File: src/hw/rtl/mvma_pkg.sv
// Shared constants, configuration codes and the queue entry type for the
// matrix-vector multiply-accumulate block. No dependencies.
package mvma_pkg;

    localparam int MAX_COLS = 64;
    localparam int COL_W    = $clog2(MAX_COLS);
    localparam int CNT_W    = $clog2(MAX_COLS + 1);

    localparam int DATA_W   = 16;
    localparam int ROW_W    = 16;
    localparam int NCOL_W   = 7;
    localparam int IDX_W    = 6;
    localparam int PROD_W   = 2 * DATA_W;
    localparam int ACC_W    = 40;
    localparam int CFG_W    = 16;

    localparam int QDEPTH   = 4;
    localparam int QPTR_W   = $clog2(QDEPTH);
    localparam int QLVL_W   = $clog2(QDEPTH + 1);

    localparam int FRAC_SHIFT = 20;
    localparam int BETA_ALIGN = 8;
    localparam int Y_MAX      = 32767;
    localparam int Y_MIN      = -32768;

    localparam int ALPHA_RESET = 4096;

    localparam logic CMD_LOAD = 1'b0;
    localparam logic CMD_MAC  = 1'b1;

    typedef enum logic [1:0] {
        CFG_N_COLS,
        CFG_N_ROWS,
        CFG_ALPHA,
        CFG_BETA
    } t_cfg_idx;

    typedef struct packed {
        logic [PROD_W-1:0] prod;
        logic [DATA_W-1:0] y_old;
        logic              first;
        logic              last_col;
        logic [ROW_W-1:0]  row;
        logic              last_row;
    } t_mac_item;

endpackage

File: src/hw/rtl/mvma_queue.sv
// Short queue of products between the front end and the back end.
// Depends on mvma_pkg.
module mvma_queue import mvma_pkg::*; (
    input  logic              i_clk,
    input  logic              i_rst_n,
    input  logic              i_push,
    input  t_mac_item         i_push_item,
    input  logic              i_pop,
    output t_mac_item         o_item,
    output logic              o_empty,
    output logic [QLVL_W-1:0] o_level
);

    t_mac_item         r_buf [QDEPTH];
    logic [QPTR_W-1:0] r_wr;
    logic [QPTR_W-1:0] r_rd;
    logic [QLVL_W-1:0] r_level;

    always_ff @(posedge i_clk) begin
        if (i_push) begin
            r_buf[r_wr] <= i_push_item;
        end
    end

    always_ff @(posedge i_clk) begin
        if (!i_rst_n) begin
            r_wr    <= '0;
            r_rd    <= '0;
            r_level <= '0;
        end else begin
            if (i_push) begin
                r_wr <= (r_wr == QPTR_W'(QDEPTH - 1)) ? '0 : r_wr + QPTR_W'(1);
            end
            if (i_pop) begin
                r_rd <= (r_rd == QPTR_W'(QDEPTH - 1)) ? '0 : r_rd + QPTR_W'(1);
            end
            if (i_push && !i_pop) begin
                r_level <= r_level + QLVL_W'(1);
            end else if (i_pop && !i_push) begin
                r_level <= r_level - QLVL_W'(1);
            end
        end
    end

    assign o_item  = r_buf[r_rd];
    assign o_empty = (r_level == '0);
    assign o_level = r_level;

endmodule

File: config.mk
export PLATFORM = sky130hd
export DESIGN_NAME = mvma_queue
export DESIGN_NICKNAME = d
export VERILOG_FILES = /design/src/hw/rtl/mvma_pkg.sv /design/src/hw/rtl/mvma_queue.sv
export SDC_FILE = /design/constraint.sdc
export NUM_CORES = 1
export LEC_CHECK = 0
export BUFFER_PORTS_ARGS = -buffer_cell sky130_fd_sc_hd__buf_2
export CAP_MARGIN = 20
export CORE_ASPECT_RATIO = 1.25
export CORE_MARGIN = 2
export CORE_UTILIZATION = 57
export DETAILED_ROUTE_END_ITERATION = 6
export PLACE_DENSITY_LB_ADDON = 0.1
export SETUP_SLACK_MARGIN = 0.3
export SLEW_MARGIN = 30
export SYNTH_ARGS = -nofsm -noshare
export SYNTH_HDL_FRONTEND = slang
export SYNTH_SLANG_ARGS = --single-unit
export TNS_END_PERCENT = 30
File: constraint.sdc
create_clock -name i_clk -period 3.5 [get_ports i_clk]
set_input_delay 0.35 -clock i_clk [delete_from_list [all_inputs] [get_ports i_clk]]
set_output_delay 0.35 -clock i_clk [all_outputs]
set_load 0.1 [all_outputs]
# --- Yosys cells after proc, flatten, opt, wreduce, memory -nomap -nowiden ---
# Memories as Yosys holds them, arrays and structs flattened. A register that Yosys moved wholly into a read port is not among the register bits.
# Index checks and enable logic that the tools add are counted.
totals:
  regBits: 7
  latch_bits: 0
  ramBits: 268
  romBits: 0
  out_inout_bits: 71
  elab_cells: 24
  memories: 1
classes:
  addsub: 4
  n_mul: 0
  n_div: 0
  order_cmp: 0
  eq_ne: 2
  shift: 0
  n_mux: 8
  n_bitwise: 0
  n_reduce_logical: 6
mem_list:
  columns: ["name", "words", "width", "rd", "rd_clocked_by_memory_dff", "write_ports", "line", "text"]
  rows:
  - ["r_buf", 4, 67, 1, 1, 1, "mvma_queue.sv:14", "t_mac_item r_buf [QDEPTH];"]
ops:
  columns: ["cell", "count"]
  rows:
  - ["2-bit 2-to-1 mux", 4]
  - ["3-bit 2-to-1 mux", 2]
  - ["2-bit by 1-bit adder with 2-bit output (second input constant)", 2]
  - ["2-bit == test (second input constant)", 2]
  - ["3-bit by 1-bit adder with 3-bit output (second input constant)", 1]
  - ["3-bit logical NOT", 1]
  - ["3-bit by 1-bit subtractor with 3-bit output (second input constant)", 1]
  - ["1-bit logical AND", 2]
  - ["1-bit logical NOT", 2]
  - ["1-bit 2-to-1 mux", 2]
  - ["2-bit nonzero test", 1]

# --- Longest topological paths before layout ---
depth:
  word_depth: 4
  ltp_mapped: 7
  depth_no_buf: 7

# --- Worst setup path before layout ---
# No wires, ideal clock.
synth_timing:
  path_type: "register to output"
  from: "reg r_level[0] (netlist: o_level[0])"
  to: "out o_empty"
  arrival_time_ns: 2.903
  required_ns: 3.150
  slack_ns: 0.247
  stages_incl_launch_ff: 2
  cell_sequence: "dfxtp_1 > nor3_1"
synth_via:
  elab_chain_len: 1
synth_lines:
  columns: ["element", "line", "text"]
  rows:
  - ["start: declaration", "mvma_queue.sv:17", "logic [QLVL_W-1:0] r_level;"]
  - ["start signal: assignment", "mvma_queue.sv:38", "r_level <= r_level + QLVL_W'(1);"]
  - ["start signal: assignment", "mvma_queue.sv:40", "r_level <= r_level - QLVL_W'(1);"]
  - ["3-bit logical NOT", "mvma_queue.sv:46", "assign o_empty = (r_level == '0);"]
  - ["end: declaration", "mvma_queue.sv:10", "output logic o_empty,"]
# No other way between the ends.

==> flow_metrics.env <==
export IMPL_wl_met3_mm=1.15
export IMPL_setup_viol=0
export IMPL_timing_final_max_slew_violations=0
export IMPL_hold_viol_final=0
export IMPL_syn_avg_cell_area_um2=25.8
export IMPL_fin_worst_skew_ps=19.0
export IMPL_start_kind="flop"
export IMPL_fin_setup_tns_ps=0
export IMPL_p_per_area_nw_per_um2=665
export IMPL_worstHoldPathType="primary input to flop"
export IMPL_ys_flop_type="edfxtp_1"
export IMPL_grt_pass1_vias=4839
export IMPL_nets=633
export IMPL_period_needed_ps=2720
export IMPL_die_y_um=153
export IMPL_wl_per_cell_um=21.9
export IMPL_drv_cap=0
export IMPL_path_clk_slew_ps=60
export IMPL_final_cell_mix="edfxtp_1 (268), buf_2 (141), mux4_2 (67), clkbuf_16 (27), clkinv_2 (10)"
export IMPL_yosysTopAreaCell="edfxtp_1"
export IMPL_grt_first_pass_wirelength_mm=27.1
export IMPL_numCtsBuffers=26
export IMPL_synth_edf_count=268
export IMPL_fill_cells=1103
export IMPL_max_slew_margin_rel_pct=59.4
export IMPL_dieWidth_um=123
export IMPL_final_common_cell="edfxtp_1"
export IMPL_cts_sinks=277
export IMPL_synth_cell_type_count=22
export IMPL_via_count=4512
export IMPL_yosysWarnings=0
export IMPL_cts_tree="done"
export IMPL_r2r_end="r_buf[0][5]"
export IMPL_peakVddDrop_mv=0.478
export IMPL_multi_input_area_um2=1780
export IMPL_finalNonFillerCells=798
export IMPL_path_max_fanout=23
export IMPL_drt_wl_total_mm=17.5
export IMPL_drt_iter0_markers=308
export IMPL_worstMarginPinSlew_ps=609
export IMPL_outcome="finished, final reports clean"
export IMPL_fmax_mhz=367
export IMPL_cts_root_buffer="clkbuf_16"
export IMPL_wl_met2_mm=9.16
export IMPL_dp_cells=751
export IMPL_postCtsHoldBufs=0
export IMPL_ys_ff_latch=277
export IMPL_dr_pass1_iters=4
export IMPL_endpoint_kind="primary output"
export IMPL_pin_count=142
export IMPL_hold_slack_ps=38.3
export IMPL_rows=54
export IMPL_met1_length_mm=6.78
export IMPL_synth_cells=393
export IMPL_netlist_area_um2=10200
export IMPL_io_buffer_count=141
export IMPL_synth_top_area_share_pct=79.3
export IMPL_clock_latency_ps=520
export IMPL_viasPerCell=5.65
export IMPL_r2r_cells=4
export IMPL_syn_nets=471
export IMPL_htreeDepth=1
export IMPL_fin_crit_sh_pct=77.9
export IMPL_r2r_start="r_wr[0]"
export IMPL_leakage_nw=4.09
export IMPL_overflow=0
export IMPL_rsz0062_at_grt="no"
export IMPL_coreArea_um2=17400
export IMPL_ys_async_sr_fraction_pct=0
export IMPL_r2r_slack_ps=1720
export IMPL_synthTopCellsByArea="edfxtp_1 (79%), mux4_2 (15%), dfxtp_1 (1.8%)"
export IMPL_areaGrowthSynthToFinish_pct=18.2
export IMPL_layout_drive_gt1_share_pct=46.1
export IMPL_start_util_pct=58.2
export IMPL_cts_repair_resized=0
export IMPL_hpwlAfterDp_mm=10.8
export IMPL_synth_seq_area_share_pct=81.0
export IMPL_criticalPathCategory="flop to primary output"
export IMPL_antenna_found_initial=3
export IMPL_worstPathArrival_ps=2370
export IMPL_regArea_um2=8240
export IMPL_preCtsSetupSlack_ps=1240
export IMPL_cp_endpoint="o_item[7]"
export IMPL_p_total_w=0.00798
export IMPL_postCtsSetupRepairBufs=0
export IMPL_finalWorstSetupSlack_ps=775
export IMPL_die_area_um2=18900
export IMPL_required_ps=3150
export IMPL_grt_max_degree=42
export IMPL_clock_path_buffers=3
export IMPL_drtAntennaViolNets=0
export IMPL_place_congestion=0.700
export IMPL_drc=0
export IMPL_grtUsageTotal_pct=19.2
export IMPL_highest_layer="met5"
## synthesized netlist by cell type (3+ instances only)
| library cell | count |
|---|---|
| and2_1 | 5 |
| buf_1 | 3 |
| buf_12 | 4 |
| buf_2 | 4 |
| buf_4 | 3 |
| dfxtp_1 | 9 |
| edfxtp_1 | 268 |
| ha_1 | 6 |
| inv_1 | 4 |
| mux2i_1 | 4 |
| mux4_2 | 67 |
| nor2b_1 | 5 |
## metrics by stage
step                      area (um^2)  utilization (%)
final                           12000             68.9
after CTS                       12000             68.8
after global routing            12000             68.8
after detailed placement        11200             64.0
after global placement          11100             63.5
after floorplan                 10200                -
## cell families (layout without fill, tap and decap cells)
kind of cell               count (synthesis)  count (layout)  synth area share (%)
DFF                                      277             277                  81.0
muxes                                     71              71                  15.3
buffers and inverters                     19             199                  1.58
and+or+nand+nor                           14              14                 0.813
adders and majority gates                  7               7                 0.937
AOI/OAI and AO/OA                          3               3                 0.197
xor gates and xnor gates                   2               2                 0.173
other                                      0               1                     0
## final cells by class
| type | instances | share of cell area, % |
|---|---|---|
| Inverter | 4 | 0.125 |
| Timing Repair Buffer | 149 | 7.07 |
| Antenna cell | 1 | 0.0208 |
| Tap cell | 224 | 2.33 |
| Clock buffer | 29 | 5.69 |
| Sequential cell | 277 | 68.6 |
| Clock inverter | 17 | 1.33 |
| Multi-Input combinational cell | 97 | 14.8 |
## worst max-delay path, cell delays in order, from the launching register on
cell and delay, ps:
dfxtp_4 650, buf_4 350, mux4_2 540, buf_2 310
## worst min path at each step
stage / slack (ps) / depth (start not counted) / from / endpoint
final: 40 / 1 / i_push_item[23] / r_buf[0][23]
after global routing: 40 / 1 / i_push_item[34] / r_buf[3][34]
after CTS: 20 / 1 / i_push_item[10] / r_buf[1][10]
after detailed placement: 550 / 2 / o_level[2] / o_level[2]
after global placement: 500 / 2 / o_level[2] / o_level[2]
after floorplan: 450 / 0 / i_push_item[0] / r_buf[0][0]
## sequential cells by signal, summed over array words and instances (netlist names), named ones only
signal and count:
o_level 3, r_buf 268, r_wr 2, r_rd 2
## routing by layer
layer	vias up	track usage [%]
li1	2003	-
met1	2330	25.1
met2	146	32.9
met3	29	3.96
met4	4	5.19
met5	-	0
## report_power, final
part / total (W) / internal, W / switching (W)
clock: 0.00274 / 0.00162 / 0.00112
sequential: 0.00386 / 0.00380 / 0.0000629
combinational: 0.00138 / 0.000290 / 0.00109
total: 0.00798 / 0.00571 / 0.00228
Note: power is estimated with default switching activity, not from simulation.
