## config.mk

```make
export PLATFORM = sky130hd
export DESIGN_NAME = mvma_back
export DESIGN_NICKNAME = d
export VERILOG_FILES = /design/src/hw/rtl/mvma_pkg.sv /design/src/hw/rtl/mvma_back.sv
export SDC_FILE = /design/constraint.sdc
export NUM_CORES = 2
export LEC_CHECK = 0
export BUFFER_PORTS_ARGS = -buffer_cell sky130_fd_sc_hd__buf_2
export CORE_ASPECT_RATIO = 1.2
export CORE_MARGIN = 2
export CORE_UTILIZATION = 55
export CTS_CLUSTER_DIAMETER = 150
export DETAILED_ROUTE_END_ITERATION = 6
export MAX_ROUTING_LAYER = met4
export PLACE_DENSITY = 0.72
export SKIP_CTS_REPAIR_TIMING = 1
export SLEW_MARGIN = 25
export SYNTH_ARGS = -nofsm -noshare
export SYNTH_HDL_FRONTEND = slang
export SYNTH_SLANG_ARGS = --single-unit
```

## constraint.sdc

```tcl
create_clock -name i_clk -period 7.95 [get_ports i_clk]
set_clock_uncertainty 0.15 [all_clocks]
set_input_delay 0 -clock i_clk [delete_from_list [all_inputs] [get_ports i_clk]]
set_output_delay 0 -clock i_clk [all_outputs]
set_load 0.01 [all_outputs]
```

## src/hw/rtl/mvma_pkg.sv

```systemverilog
// Shared constants, configuration codes and the queue entry type for the
// matrix-vector multiply-accumulate block. No dependencies.
package mvma_pkg;

    localparam int MAX_COLS = 64;
    localparam int COL_W    = $clog2(MAX_COLS);
    localparam int CNT_W    = $clog2(MAX_COLS + 1);

    localparam int DATA_W   = 16;
    localparam int ROW_W    = 16;
    localparam int NCOL_W   = 7;
    localparam int IDX_W    = 6;
    localparam int PROD_W   = 2 * DATA_W;
    localparam int ACC_W    = 40;
    localparam int CFG_W    = 16;

    localparam int QDEPTH   = 4;
    localparam int QPTR_W   = $clog2(QDEPTH);
    localparam int QLVL_W   = $clog2(QDEPTH + 1);

    localparam int FRAC_SHIFT = 20;
    localparam int BETA_ALIGN = 8;
    localparam int Y_MAX      = 32767;
    localparam int Y_MIN      = -32768;

    localparam int ALPHA_RESET = 4096;

    localparam logic CMD_LOAD = 1'b0;
    localparam logic CMD_MAC  = 1'b1;

    typedef enum logic [1:0] {
        CFG_N_COLS,
        CFG_N_ROWS,
        CFG_ALPHA,
        CFG_BETA
    } t_cfg_idx;

    typedef struct packed {
        logic [PROD_W-1:0] prod;
        logic [DATA_W-1:0] y_old;
        logic              first;
        logic              last_col;
        logic [ROW_W-1:0]  row;
        logic              last_row;
    } t_mac_item;

endpackage

```

## src/hw/rtl/mvma_back.sv

```systemverilog
// Back end: accumulates products per row, then scales, rescales and saturates
// each row result into the output register. Depends on mvma_pkg.
module mvma_back import mvma_pkg::*; (
    input  logic                     i_clk,
    input  logic                     i_rst_n,
    input  logic                     i_item_valid,
    input  t_mac_item                i_item,
    output logic                     o_pop,
    input  logic signed [CFG_W-1:0]  i_alpha,
    input  logic signed [CFG_W-1:0]  i_beta,
    output logic                     o_out_valid,
    input  logic                     i_out_stall,
    output logic signed [DATA_W-1:0] o_y_out,
    output logic [ROW_W-1:0]         o_row_index,
    output logic                     o_last_row
);

    localparam int PA_W  = ACC_W + CFG_W;
    localparam int PB_W  = CFG_W + DATA_W;
    localparam int SUM_W = PA_W + 1;

    logic signed [ACC_W-1:0]  r_acc;

    logic                     r_b_valid;
    logic signed [ACC_W-1:0]  r_b_acc;
    logic signed [DATA_W-1:0] r_b_yold;
    logic [ROW_W-1:0]         r_b_row;
    logic                     r_b_lastrow;

    logic                     r_c_valid;
    logic signed [PA_W-1:0]   r_c_pa;
    logic signed [PB_W-1:0]   r_c_pb;
    logic [ROW_W-1:0]         r_c_row;
    logic                     r_c_lastrow;

    logic                     r_out_valid;
    logic signed [DATA_W-1:0] r_out_y;
    logic [ROW_W-1:0]         r_out_row;
    logic                     r_out_lastrow;

    logic                     en;
    logic signed [ACC_W-1:0]  acc_sum;
    logic signed [SUM_W-1:0]  sum_full;
    logic signed [SUM_W-1:0]  sum_shift;
    logic signed [DATA_W-1:0] y_sat;

    assign en    = !r_out_valid || !i_out_stall;
    assign o_pop = en && i_item_valid;

    assign acc_sum = (i_item.first ? ACC_W'(0) : r_acc)
                   + ACC_W'($signed(i_item.prod));

    assign sum_full  = SUM_W'(r_c_pa) + (SUM_W'(r_c_pb) <<< BETA_ALIGN);
    assign sum_shift = sum_full >>> FRAC_SHIFT;

    always_comb begin
        if (sum_shift > SUM_W'(Y_MAX)) begin
            y_sat = DATA_W'(Y_MAX);
        end else if (sum_shift < SUM_W'(Y_MIN)) begin
            y_sat = DATA_W'(Y_MIN);
        end else begin
            y_sat = DATA_W'(sum_shift);
        end
    end

    always_ff @(posedge i_clk) begin
        if (!i_rst_n) begin
            r_acc       <= '0;
            r_b_valid   <= 1'b0;
            r_c_valid   <= 1'b0;
            r_out_valid <= 1'b0;
        end else if (en) begin
            if (o_pop) begin
                r_acc <= acc_sum;
            end
            r_b_valid   <= o_pop && i_item.last_col;
            r_c_valid   <= r_b_valid;
            r_out_valid <= r_c_valid;
        end
    end

    always_ff @(posedge i_clk) begin
        if (en) begin
            if (o_pop && i_item.last_col) begin
                r_b_acc     <= acc_sum;
                r_b_yold    <= $signed(i_item.y_old);
                r_b_row     <= i_item.row;
                r_b_lastrow <= i_item.last_row;
            end
            r_c_pa        <= i_alpha * r_b_acc;
            r_c_pb        <= i_beta * r_b_yold;
            r_c_row       <= r_b_row;
            r_c_lastrow   <= r_b_lastrow;
            r_out_y       <= y_sat;
            r_out_row     <= r_c_row;
            r_out_lastrow <= r_c_lastrow;
        end
    end

    assign o_out_valid = r_out_valid;
    assign o_y_out     = r_out_y;
    assign o_row_index = r_out_row;
    assign o_last_row  = r_out_lastrow;

endmodule

```

=== Word-level counts from Yosys, hierarchy flattened ===
Index checks and enable logic that the tools add are counted.

* Input port bits: 103
* Logic and storage cells: 30
* Output and inout port bits: 35
* Flip-flop bits (word level): 254

* Multiplexer cells: 2
* Order comparisons: 2
* Reductions and logical operators: 7
* $mul: 2
* Add/subtract/negate cells: 2

{| class="wikitable"
|+ Operators by type and width
! operator !! number
|-
| adder 56 x 40 -> 57 bit || 1
|-
| multiplier 16 x 40 -> 56 bit || 1
|-
| adder 40 x 32 -> 40 bit || 1
|-
| 2-to-1 mux 40 bit || 1
|-
| > comparator 37 x 16 -> 1 bit (second input constant) || 1
|-
| less-than comparator 37 x 16 -> 1 bit (second input constant) || 1
|-
| multiplier 16 x 16 -> 32 bit || 1
|-
| 2-to-1 mux 16 bit || 1
|-
| AND reduction 2 bit || 2
|-
| logical AND 1 bit || 2
|-
| zero test 1 bit || 2
|-
| logical OR 1 bit || 1
|}

=== Longest topological paths before layout ===
* Word-level depth: 5
* Depth in mapped cells: 27
* Mapped depth without buffers: 25

=== Worst setup path after synthesis ===
No wires, ideal clock.

* Path kind: reg-to-reg
* From: reg r_b_acc[21]
* To: reg r_c_pa[53], data pin
* Arrival time: 6.371 ns
* Clock period less this slack: 6.716 ns
* Slack: 1.234 ns
* Data required time: 7.605 ns
* Stages on the path, launching flop included: 24
* Path buffers: 1
* Library setup time: 0.195 ns
* Cell sequence: edfxtp_1 > clkbuf_1 > nand2_1 > fa_1 > inv_1 > fa_1 > inv_1 > fa_1 > inv_1 > fa_1 > fa_1 > inv_1 > fa_1 > inv_1 > ha_1 > nand3_1 > or3_1 > o31ai_1 > o211ai_1 > o21ai_0 > a21oi_1 > a211o_1 > and2_1 > o311ai_0

* Cells in the longest elaborated chain, start to end: 1

{| class="wikitable"
|+ RTL lines
! element !! line !! source
|-
| start, declared || mvma_back.sv:25 || <nowiki>logic signed [ACC_W-1:0] r_b_acc;</nowiki>
|-
| start signal, assigned || mvma_back.sv:85 || <nowiki>r_b_acc <= acc_sum;</nowiki>
|-
| multiplier 16 x 40 -> 56 bit || mvma_back.sv:90 || <nowiki>r_c_pa <= i_alpha * r_b_acc;</nowiki>
|-
| end signal, assigned || mvma_back.sv:90 ||
|-
| end, declared || mvma_back.sv:31 || <nowiki>logic signed [PA_W-1:0] r_c_pa;</nowiki>
|}

No other way between the ends.
A chain may end at the register's enable or synchronous reset.

=== Worst setup path after layout ===
* From: reg r_b_acc[8]
* To: reg r_c_pa[53], data pin

The elaborated chain is that of the path after synthesis.

==> results.json <==
{
  "criticalPathCategory": "register to register",
  "yosysWarnings": 0,
  "synth_ff_type": "edfxtp_1",
  "maxCapViolations": 0,
  "rows": 112,
  "overflow": 0,
  "tightest_slew_ps": 878,
  "arrival_ps": 7700,
  "cts-root-buf": "clkbuf_16",
  "grt.total_usage": 0.263,
  "grt_busiest_layer": "met2",
  "io_buffer_count": 137,
  "grt_pass1_vias": 32700,
  "grt_pass1_wl_microns": 164000,
  "fin_tns_setup_ps": 0,
  "hold_path_class": "primary input to register",
  "netlist_area_sq_mm": 0.0432,
  "max_slew_margin": 0.415,
  "crit_path_end_kind": "register",
  "yosys.area.top_type_share": 0.399,
  "syn_nets": 5826,
  "nets": 5994,
  "reg2reg_depth": 21,
  "avgSynthCellArea_sq_um": 9.45,
  "clk_path_buf_depth": 3,
  "synth_edf_count": 203,
  "grtUsageMet1": 0.315,
  "antennaDiodeCount": 0,
  "die_h_microns": 311,
  "slew_violations": 0,
  "met2_usage": 0.448,
  "start_util": 0.555,
  "numCtsBuffers": 28,
  "drt_iter0_markers": 1947,
  "clk_pin_slew_ps": 60,
  "synth_seq_cells": 246,
  "vias": 31600,
  "drt-vias-per-instance": 5.46,
  "syn_inst": 4568,
  "fin_crit_ps": 7440,
  "drive_gt1_frac": 0.0565,
  "final_util": 0.604,
  "io_pins": 138,
  "htreeDepth": 1,
  "rsz0062_at_grt": "false",
  "clock_sinks": 246,
  "dp_hpwl_microns": 79800,
  "clock_latency_ps": 610,
  "period_share": 0.936,
  "required_ps": 8210,
  "hold_path_depth": 4,
  "r2r_setup_slack_ps": 510,
  "place_area_sq_mm": 0.0448,
  "setup_viol": 0,
  "critPathMaxFanout": 12,
  "ys_types": 87,
  "grt_max_degree": 73,
  "seq_area_frac_synth": 0.161,
  "finalWirelength_microns": 101000,
  "core-area_sq_mm": 0.0778,
  "gp_congestion": 0.906,
  "hold_violations": 0,
  "drc": 0,
  "die_w_microns": 260,
  "final_design_area_no_fill_sq_mm": 0.0470,
  "yosysTopAreaCell": "fa_1",
  "postRouteAntennaNets": 0,
  "met3_usage": 0.0233,
  "start_kind": "register",
  "max_freq_mhz": 134,
  "status": "finished, final reports clean",
  "async_flop_share": 0,
  "dieArea_sq_mm": 0.0808,
  "synthTopCellsByArea": "fa_1, edfxtp_1, inv_1, ha_1, nand2_1",
  "firstDrtPassIters": 6,
  "avgRoutedWirePerCell_microns": 17.4,
  "grt_antenna_before_repair": 0,
  "synthToLayoutAreaGrowth_pct": 8.82,
  "tritoncts": "done"
}
==> worst paths after layout <==
path                                  from        endpoint
worst max-delay path            r_b_acc[8]      r_c_pa[53]
worst min-delay path            i_item[18]       r_acc[39]
worst max register to register  r_b_acc[8]      r_c_pa[53]
worst min register to register  r_c_row[7]  o_row_index[7]
==> synthesized netlist by cell type (24+ instances only) <==
master and instances:
a21o_1 50, a21oi_1 150, a31oi_1 24, and2_1 321, clkbuf_1 156, dfxtp_1 43, edfxtp_1 203, fa_1 860
ha_1 295, inv_1 1057, nand2_1 642, nand2b_1 34, nand3_1 45, nor2_1 127, nor2b_1 52, nor3_1 42
o21a_1 24, o21ai_0 65, xnor2_1 103, xor2_1 42
==> flip-flops by register name (all words and copies together) (netlist names), 16 cells and up <==
name and count:
r_c_pb 32, r_c_pa 48, o_row_index 16, r_c_row 16, r_acc 40, r_b_row 16, r_b_yold 16, o_y_out 16
r_b_acc 40
==> area by class of cell <==
| class | count | area [sq um] |
|---|---|---|
| Clock inverter | 19 | 168 |
| Clock buffer | 33 | 729 |
| Sequential cell | 246 | 6960 |
| Inverter | 1059 | 3980 |
| Fill cell | 6597 | 30800 |
| Tap cell | 1026 | 1280 |
| Multi-Input combinational cell | 3098 | 31600 |
| Timing Repair Buffer | 303 | 2260 |
==> cells in the final DEF, fill, tap and decap left out, drive strengths merged, types with 78 or more instances in the layout <==
master / count
xnor2: 103
nor2: 127
and2: 322
edfxtp: 203
dlygate4sd3: 113
nand2: 642
fa: 860
o21ai: 78
ha: 295
buf: 190
inv: 1060
a21oi: 154
==> per-stage QoR <==
step	cells	hold slack, ps	worst slack, ps
floorplan	4568	-51.1	1230
global placement	5601	26.7	644
detailed placement	5602	28.1	506
CTS	5654	-647	502
global route	5784	42.2	8.55
finish	5784	13.9	510
==> cells by family (layout without fill, tap and decap cells) <==
group / Yosys count / count (layout) / synth area share
AOI/OAI and AO/OA: 454 / 454 / 0.0691
xor gates and xnor gates: 145 / 145 / 0.0294
adders and majority gates: 1155 / 1155 / 0.484
buffers and inverters: 1224 / 1414 / 0.107
DFF: 246 / 246 / 0.161
muxes: 3 / 3 / 0.000724
and+or+nand+nor: 1341 / 1341 / 0.148
==> routing by layer <==
layer / up-vias / share of wire
li1: 14200 / -
met1: 16000 / 0.38
met2: 1027 / 0.52
met3: 306 / 0.052
met4: 0 / 0.055
met5: - / 0
==> critical path: stages (launching register included) <==
cell	delay (ps)
edfxtp_1	600
and2_1	280
fa_1	530
inv_1	40
fa_1	460
fa_1	530
inv_1	60
fa_1	480
fa_1	500
inv_1	50
fa_1	470
inv_1	40
ha_1	310
o2111ai_1	160
o31a_1	400
o31ai_1	430
o211ai_1	260
o21ai_0	420
a21oi_1	240
a211o_1	370
and2_1	170
o311ai_0	290
Power is not shown: default switching activity piles up to over one toggle a cycle in this logic, so the estimate is an artifact.
