File: src/hw/rtl/mvma_pkg.sv
// Shared constants, configuration codes and the queue entry type for the
// matrix-vector multiply-accumulate block. No dependencies.
package mvma_pkg;

    localparam int MAX_COLS = 64;
    localparam int COL_W    = $clog2(MAX_COLS);
    localparam int CNT_W    = $clog2(MAX_COLS + 1);

    localparam int DATA_W   = 16;
    localparam int ROW_W    = 16;
    localparam int NCOL_W   = 7;
    localparam int IDX_W    = 6;
    localparam int PROD_W   = 2 * DATA_W;
    localparam int ACC_W    = 40;
    localparam int CFG_W    = 16;

    localparam int QDEPTH   = 4;
    localparam int QPTR_W   = $clog2(QDEPTH);
    localparam int QLVL_W   = $clog2(QDEPTH + 1);

    localparam int FRAC_SHIFT = 20;
    localparam int BETA_ALIGN = 8;
    localparam int Y_MAX      = 32767;
    localparam int Y_MIN      = -32768;

    localparam int ALPHA_RESET = 4096;

    localparam logic CMD_LOAD = 1'b0;
    localparam logic CMD_MAC  = 1'b1;

    typedef enum logic [1:0] {
        CFG_N_COLS,
        CFG_N_ROWS,
        CFG_ALPHA,
        CFG_BETA
    } t_cfg_idx;

    typedef struct packed {
        logic [PROD_W-1:0] prod;
        logic [DATA_W-1:0] y_old;
        logic              first;
        logic              last_col;
        logic [ROW_W-1:0]  row;
        logic              last_row;
    } t_mac_item;

endpackage

File: src/hw/rtl/mvma_front.sv
// Front end: accepts items, writes the x store, tracks row and column position,
// reads x and forms each product. Depends on mvma_pkg.
module mvma_front import mvma_pkg::*; (
    input  logic                     i_clk,
    input  logic                     i_rst_n,
    input  logic                     i_in_valid,
    output logic                     o_in_stall,
    input  logic                     i_cmd,
    input  logic [IDX_W-1:0]         i_vec_index,
    input  logic signed [DATA_W-1:0] i_value,
    input  logic signed [DATA_W-1:0] i_y_old,
    input  logic [NCOL_W-1:0]        i_n_cols,
    input  logic [ROW_W-1:0]         i_n_rows,
    input  logic [QLVL_W-1:0]        i_q_level,
    output logic                     o_item_valid,
    output t_mac_item                o_item
);

    logic [DATA_W-1:0] r_mem [MAX_COLS];
    logic [DATA_W-1:0] r_x;

    logic [COL_W-1:0]  r_col;
    logic [ROW_W-1:0]  r_row;

    logic              r_s1_valid;
    logic [DATA_W-1:0] r_s1_value;
    logic [DATA_W-1:0] r_s1_yold;
    logic              r_s1_first;
    logic              r_s1_last;
    logic [ROW_W-1:0]  r_s1_row;
    logic              r_s1_lastrow;

    logic              r_s2_valid;
    t_mac_item         r_s2_item;

    logic [QLVL_W:0]   busy;
    logic              accept;
    logic              is_load;
    logic              is_mac;
    logic              idx_ok;
    logic [CNT_W-1:0]  ncol_eff;
    logic [CNT_W-1:0]  col_inc;
    logic              last_col;
    logic [ROW_W-1:0]  last_row_pos;
    logic              row_last;

    assign busy = (QLVL_W + 1)'(i_q_level) + (QLVL_W + 1)'(r_s1_valid)
                + (QLVL_W + 1)'(r_s2_valid);
    assign o_in_stall = (busy >= (QLVL_W + 1)'(QDEPTH));
    assign accept  = i_in_valid && !o_in_stall;
    assign is_load = accept && (i_cmd == CMD_LOAD);
    assign is_mac  = accept && (i_cmd == CMD_MAC);
    assign idx_ok  = (32'(i_vec_index) < MAX_COLS);

    always_comb begin
        if (i_n_cols == '0) begin
            ncol_eff = CNT_W'(1);
        end else if (32'(i_n_cols) > MAX_COLS) begin
            ncol_eff = CNT_W'(MAX_COLS);
        end else begin
            ncol_eff = CNT_W'(i_n_cols);
        end
    end

    assign col_inc      = CNT_W'(r_col) + CNT_W'(1);
    assign last_col     = (col_inc >= ncol_eff);
    assign last_row_pos = i_n_rows - ROW_W'(1);
    assign row_last     = (r_row == last_row_pos);

    always_ff @(posedge i_clk) begin
        if (is_load && idx_ok) begin
            r_mem[COL_W'(i_vec_index)] <= i_value;
        end
        if (is_mac) begin
            r_x <= r_mem[r_col];
        end
    end

    always_ff @(posedge i_clk) begin
        if (!i_rst_n) begin
            r_col      <= '0;
            r_row      <= '0;
            r_s1_valid <= 1'b0;
            r_s2_valid <= 1'b0;
        end else begin
            r_s1_valid <= is_mac;
            r_s2_valid <= r_s1_valid;
            if (is_load) begin
                r_col <= '0;
                r_row <= '0;
            end else if (is_mac) begin
                if (last_col) begin
                    r_col <= '0;
                    r_row <= row_last ? '0 : r_row + ROW_W'(1);
                end else begin
                    r_col <= COL_W'(col_inc);
                end
            end
        end
    end

    always_ff @(posedge i_clk) begin
        if (is_mac) begin
            r_s1_value   <= i_value;
            r_s1_yold    <= i_y_old;
            r_s1_first   <= (r_col == '0);
            r_s1_last    <= last_col;
            r_s1_row     <= r_row;
            r_s1_lastrow <= row_last;
        end
        r_s2_item.prod     <= PROD_W'($signed(r_s1_value) * $signed(r_x));
        r_s2_item.y_old    <= r_s1_yold;
        r_s2_item.first    <= r_s1_first;
        r_s2_item.last_col <= r_s1_last;
        r_s2_item.row      <= r_s1_row;
        r_s2_item.last_row <= r_s1_lastrow;
    end

    assign o_item_valid = r_s2_valid;
    assign o_item       = r_s2_item;

endmodule

File: config.mk
export PLATFORM = sky130hd
export DESIGN_NAME = mvma_front
export DESIGN_NICKNAME = d
export VERILOG_FILES = /design/src/hw/rtl/mvma_pkg.sv /design/src/hw/rtl/mvma_front.sv
export SDC_FILE = /design/constraint.sdc
export NUM_CORES = 2
export LEC_CHECK = 0
export BUFFER_PORTS_ARGS = -buffer_cell sky130_fd_sc_hd__buf_2
export CORE_ASPECT_RATIO = 0.6
export CORE_MARGIN = 2
export CORE_UTILIZATION = 45
export CTS_BUF_LIST = sky130_fd_sc_hd__clkbuf_8
export DETAILED_ROUTE_END_ITERATION = 8
export HOLD_SLACK_MARGIN = 0.12
export PLACE_DENSITY = 0.64
export SYNTH_ARGS = -nofsm -noshare
export SYNTH_HDL_FRONTEND = slang
export SYNTH_SLANG_ARGS = --single-unit
File: constraint.sdc
create_clock -name i_clk -period 6.2 [get_ports i_clk]
set_input_delay 1.55 -clock i_clk [delete_from_list [all_inputs] [get_ports i_clk]]
set_output_delay 1.55 -clock i_clk [all_outputs]
set_load 0.1 [all_outputs]
# After elaboration in Yosys (flattened, before gate mapping)
# Memories as Yosys holds them, arrays and structs flattened. A register that Yosys moved wholly into a read port is not among the register bits.
# Cells that the tools add are included.
[op_classes]
mux = 6
reduce_logical = 8
n_mul = 1
n_eq_ne = 1
n_bitwise = 2
n_lt_le_gt_ge = 3
addsub = 5
[op_table]
columns = ["cell", "count"]
rows = [
  ["16-bit by 16-bit multiplier with 32-bit output", 1],
  ["16-bit by 1-bit adder with 16-bit output (second input constant)", 1],
  ["16-bit == test", 1],
  ["16-bit 2-to-1 mux", 1],
  ["16-bit by 1-bit subtractor with 16-bit output (second input constant)", 1],
  ["7-bit 2-to-1 mux", 2],
  ["6-bit by 1-bit adder with 7-bit output (second input constant)", 1],
  ["7-bit >= comparator", 1],
  ["7-bit greater-than comparator (second input constant)", 1],
  ["7-bit zero test", 1],
  ["6-bit zero test", 1],
  ["6-bit 2-to-1 mux", 1],
  ["3-bit by 1-bit adder with 4-bit output", 1],
  ["4-bit by 1-bit adder with 4-bit output", 1],
  ["4-bit by 3-bit >= comparator with 1-bit output (second input constant)", 1],
  ["1-bit logical AND", 3],
  ["1-bit 2-to-1 mux", 2],
  ["1-bit NOT", 2],
  ["2-bit AND reduction", 1],
  ["2-bit OR reduction", 1],
  ["1-bit zero test", 1],
]
[totals]
mem_bits_rw = 1024
mem_count = 1
register_bits = 142
out_inout_bits = 69
[mem_list]
columns = ["memory", "words", "width", "rd", "rd_clocked_by_memory_dff", "wr", "line_no", "text"]
rows = [
  ["r_mem", 64, 16, 1, 1, 1, "mvma_front.sv:19", "logic [DATA_W-1:0] r_mem [MAX_COLS];"],
]

# Depth between registers and ports, before layout
[depth]
word_depth = 8
ltp_mapped = 23
mapped_depth_nobuf = 22

# Worst setup path before layout
# No wires, ideal clock.
[synth_timing]
path_kind = "reg2reg"
startpoint = "register r_x[1], read port of r_mem"
endpoint = "register r_s2_item (netlist bit o_item[66])"
period_less_slack_ns = 6.101
arrival_time_ns = 6.022
setup_slack_ns = 0.099
stages_incl_launch_ff = 20
n_path_buf = 1
cell_sequence = "edfxtp_1 clkbuf_1 nand2_1 inv_1 fa_1 fa_1 inv_1 fa_1 fa_1 fa_1 fa_1 inv_1 ha_1 a21o_1 a21oi_1 nor2b_1 o21ai_0 a41oi_1 a2111o_1 o211ai_1"
[synth_via]
elab_chain_len = 1
[synth_rtl]
columns = ["element", "line_no", "text"]
rows = [
  ["from (decl)", "mvma_front.sv:20", "logic [DATA_W-1:0] r_x;"],
  ["16-bit by 16-bit multiplier with 32-bit output", "mvma_front.sv:111", "r_s2_item.prod <= PROD_W'($signed(r_s1_value) * $signed(r_x));"],
  ["to (decl)", "mvma_front.sv:34", "t_mac_item r_s2_item;"],
]
# Every way passes these cells.
# A chain may end at the register's enable or synchronous reset.

# Worst setup path in the final report
[layout_timing]
startpoint = "register r_x[4], read port of r_mem"
endpoint = "register r_s2_item (netlist bit o_item[63])"
# The elaborated chain is that of the path after synthesis.

==> results.md <==
- Status: completed
- Rel. slew slack: 0.234
- Met2 Resource Use GR: 0.280
- Cell taking the most area after synthesis: edfxtp_1
- CP max FO: 8
- Post-cts hold buffer count: 0
- Met1 usage: 0.337
- Sequential group share of total power: 0.415
- Critical path, cell by cell: buf_4 -> and2_1 -> fa_1 -> inv_1 -> fa_1 -> fa_1 -> fa_1 -> inv_1 -> fa_1 -> fa_1 -> ha_1 -> buf_4 -> nand2_1 -> a211o_4 -> a21oi_2 -> a221oi_2 -> buf_4 -> o211ai_1 -> o211ai_1 -> xnor2_1
- I/O pin cnt: 137
- Area after DPL: 58000 um2
- Routability Congestion: 0.848
- Leading cell type in the layout, fill and taps excluded: edfxtp_1
- Post-Layout Cell Count: 5170
- Register area share after synthesis: 0.638
- DRT iter0 DRCs: 3374
- Die W: 452 um
- Sw Share: 0.326
- Final Worst Setup Slack: 0.252 ns
- Initial Utilization: 0.454
- Top cells by area, synth: edfxtp_1 (60%), mux4_2 (13%), fa_1 (9.7%)
- Vias in the first global route: 28700
- Setup crit start: r_x[4]$_DFFE_PP_
- Global route overflow: 0
- Die Ht: 273 um
- Synth top area share: 0.604
- Worst vdd rail ir drop: 629 uV
- DP Wirelength: 84200 um
- Total core area: 119000 um2
- Total chip power: 0.0216 W
- First-pass GRT wire length: 192000 um
- PD cells: 353 nW/um2
- R2r startpoint: r_x[4]$_DFFE_PP_
- Row cnt: 98
- Reg clk slew, reported paths: 0.07 ns
- Die area: 123000 um2
- GRT busiest layer: met1
- Final #Nets: 3858
- Slowest stage delay, CP: 0.54 ns
- Port bufs: 136
- Tmin final: 5.95 ns
- CTS tree: yes
- Worst slew pin tran: 1.15 ns
- Internal power: 0.0145 W
- Pins Over Slew Limit: 0
- GRT Total Usage: 0.214
- Clk_skew: 0.0503 ns
- Cell repeated most along the worst path: fa_1
- Worst Setup Path Type: register to register
- Fin crit share: 0.959
- Slowest stage cell, crit path: fa_1
- Critical Path AT: 6.66 ns
- Largest net degree at the start of global routing: 80
- Primary FF master, synth: edfxtp_1
- Met3 Track Usage GR: 0.0715
- Mapped Nets: 3481
- Layout area overhead: 12.8%
- Worst-skew pair later-pin latency: 0.87 ns
- Cell variety after synth: 66
- Via count: 28200
- Leakage power: 21.4 nW
- Fmax: 168 MHz
- Sw Pwr: 0.00702 W
- Syn Area/Cell: 17.7 um2
- RSZ-0062 raised after global routing: false
- Placed insts: 4862
- Critical Path End Type: register
- Min-Delay Path Class: register to register
- CTS Sinks: 1182
- Mapped cell area: 54200 um2
- Mean routed wirelength per cell: 25.0 um
- Final WL: 129000 um
- Logic pwr share: 0.315
- Min-delay src: r_s1_row[1]$_DFFE_PP_
- Setup WS pre-CTS: -0.117 ns
- Total CTS buffers: 165
- Startpoint Class: register
- Clock power share: 0.269
- Post-Syn Instances: 3057
- Pre-antenna DRT Iters: 6
- Ys async rst share: 0
- Most frequent cells in the layout: edfxtp_1 (1091), inv_1 (357), mux4_2 (312)
- Setup Viol. Count Final: 0
- Htree depth: 4
- Post-synth EDFFs: 1091
- Post-DRT Antenna Nets: 0
- DR DRC count: 0
- MaxCap Viol Count: 0
- Post-synthesis register bit count: 1182
- WP buf/inv: 5
- Vias/cell: 5.46
- Share of layout cells above drive strength 1: 0.251
- Clock buffer depth: 3
- Initial antenna violation count: 10
- Yosys warning total: 0
- Cell family with most CP delay: adder cells
- Finished Cell Area: 61200 um2
- CP required: 6.91 ns
- Endpoints failing hold: 0
- Root buffer cell: clkbuf_8
- Final hold slack: 0.336 ns
==> cell type report <==
| cell class | count | area (um2) |
|---|---|---|
| clock inverters | 133 | 748 |
| multi-input cells | 1437 | 18000 |
| flip-flops and latches | 1182 | 34600 |
| repair buffers | 335 | 2290 |
| diodes | 1 | 2.50 |
| well taps | 1600 | 2000 |
| inverters | 313 | 1170 |
| clock buffers | 169 | 2330 |
| fillers | 9692 | 58100 |
==> metal layers <==
layer | share of wire | vias to the layer above
met5 | 0.00010 | -
met2 | 0.41 | 1250
met3 | 0.11 | 169
li1 | - | 12200
met1 | 0.47 | 14600
met4 | 0.019 | 2
==> power groups by stage <==
| stage | clock network [W] | logic (W) | registers (W) |
|---|---|---|---|
| final | 0.00581 | 0.00680 | 0.00896 |
| after global routing | 0.00630 | 0.00758 | 0.00897 |
| after CTS | 0.00596 | 0.00664 | 0.00896 |
| after detailed placement | 0 | 0.00660 | 0.00913 |
| after global placement | 0 | 0.00657 | 0.00913 |
| after floorplan | 0 | 0.00390 | 0.00987 |
==> worst paths after layout <==
check / depth (start not counted) / end / slack, ns
hold reg to reg: 0 / o_item[2]$_DFF_P_ / 0.34
setup / recovery: 20 / o_item[63]$_DFF_P_ / 0.25
hold / removal: 0 / o_item[2]$_DFF_P_ / 0.34
setup reg to reg: 20 / o_item[63]$_DFF_P_ / 0.25
==> registers in the layout (all words and copies together), names as in the netlist <==
| name | count |
|---|---|
| r_mem | 1024 |
| o_item | 67 |
| r_row | 16 |
| r_s1_row | 16 |
| r_s1_value | 16 |
| r_s1_yold | 16 |
| r_x | 16 |
| r_col | 6 |
| o_item_valid | 1 |
| r_s1_first | 1 |
| r_s1_last | 1 |
| r_s1_lastrow | 1 |
| r_s1_valid | 1 |
==> cell usage after synthesis (3+ instances only) <==
library cell  number
nor4_1             5
clkbuf_1          85
o211ai_1          14
o221ai_1           8
nand2b_1          13
buf_2             16
o22ai_1            9
mux4_2           312
or3_1              6
nand3_1           18
a211oi_1           6
mux2_2             9
nand4b_1           3
a2111o_1           3
buf_1             22
dfxtp_1           91
nor3_1            15
o21a_1             5
nor4b_1            4
o21ai_0           18
nor2b_1            9
inv_1            313
xor2_1            21
nor2_1           122
mux2i_1           24
and2_1           125
o21bai_1           5
a21o_1            12
fa_1             262
xnor2_1           50
edfxtp_1        1091
nand3b_1           5
nand4_1            7
and3_1             9
ha_1              94
nand2_1          163
a21oi_1           43
==> cells by family after synthesis <==
kind of cell,share of synthesized area
fa+ha+maj,0.118
simple gates,0.0466
compound gates,0.0186
mux,0.136
flops,0.638
buf+inv,0.0310
xor+xnor,0.0115
==> repair_timing <==
item | CTS | global route
gates cloned | 0 | 0
gates resized for setup | 2 | 14
endpoints found under the setup margin | 4 | 8
endpoints found under the hold margin | 0 | 0
buffers inserted | 4 | 1
pin swaps | 1 | 1
==> per-stage QoR <==
stage | util | TNS (ns)
final | 0.513 | 0
after global routing | 0.513 | 0
after CTS | 0.512 | 0
after detailed placement | 0.486 | -0.170
after global placement | 0.486 | 0
after floorplan | - | 0
==> worst register-to-register path, cell delays in order, from the launching register on <==
cell and delay (ns):
edfxtp_1 0.50, buf_4 0.22, and2_1 0.16, fa_1 0.53, inv_1 0.05, fa_1 0.47
fa_1 0.50, fa_1 0.54, inv_1 0.05, fa_1 0.49, fa_1 0.41, ha_1 0.31
buf_4 0.15, nand2_1 0.07, a211o_4 0.30, a21oi_2 0.25, a221oi_2 0.11, buf_4 0.17
o211ai_1 0.23, o211ai_1 0.15, xnor2_1 0.14
No activity file was read; power rests on OpenSTA's default activity.
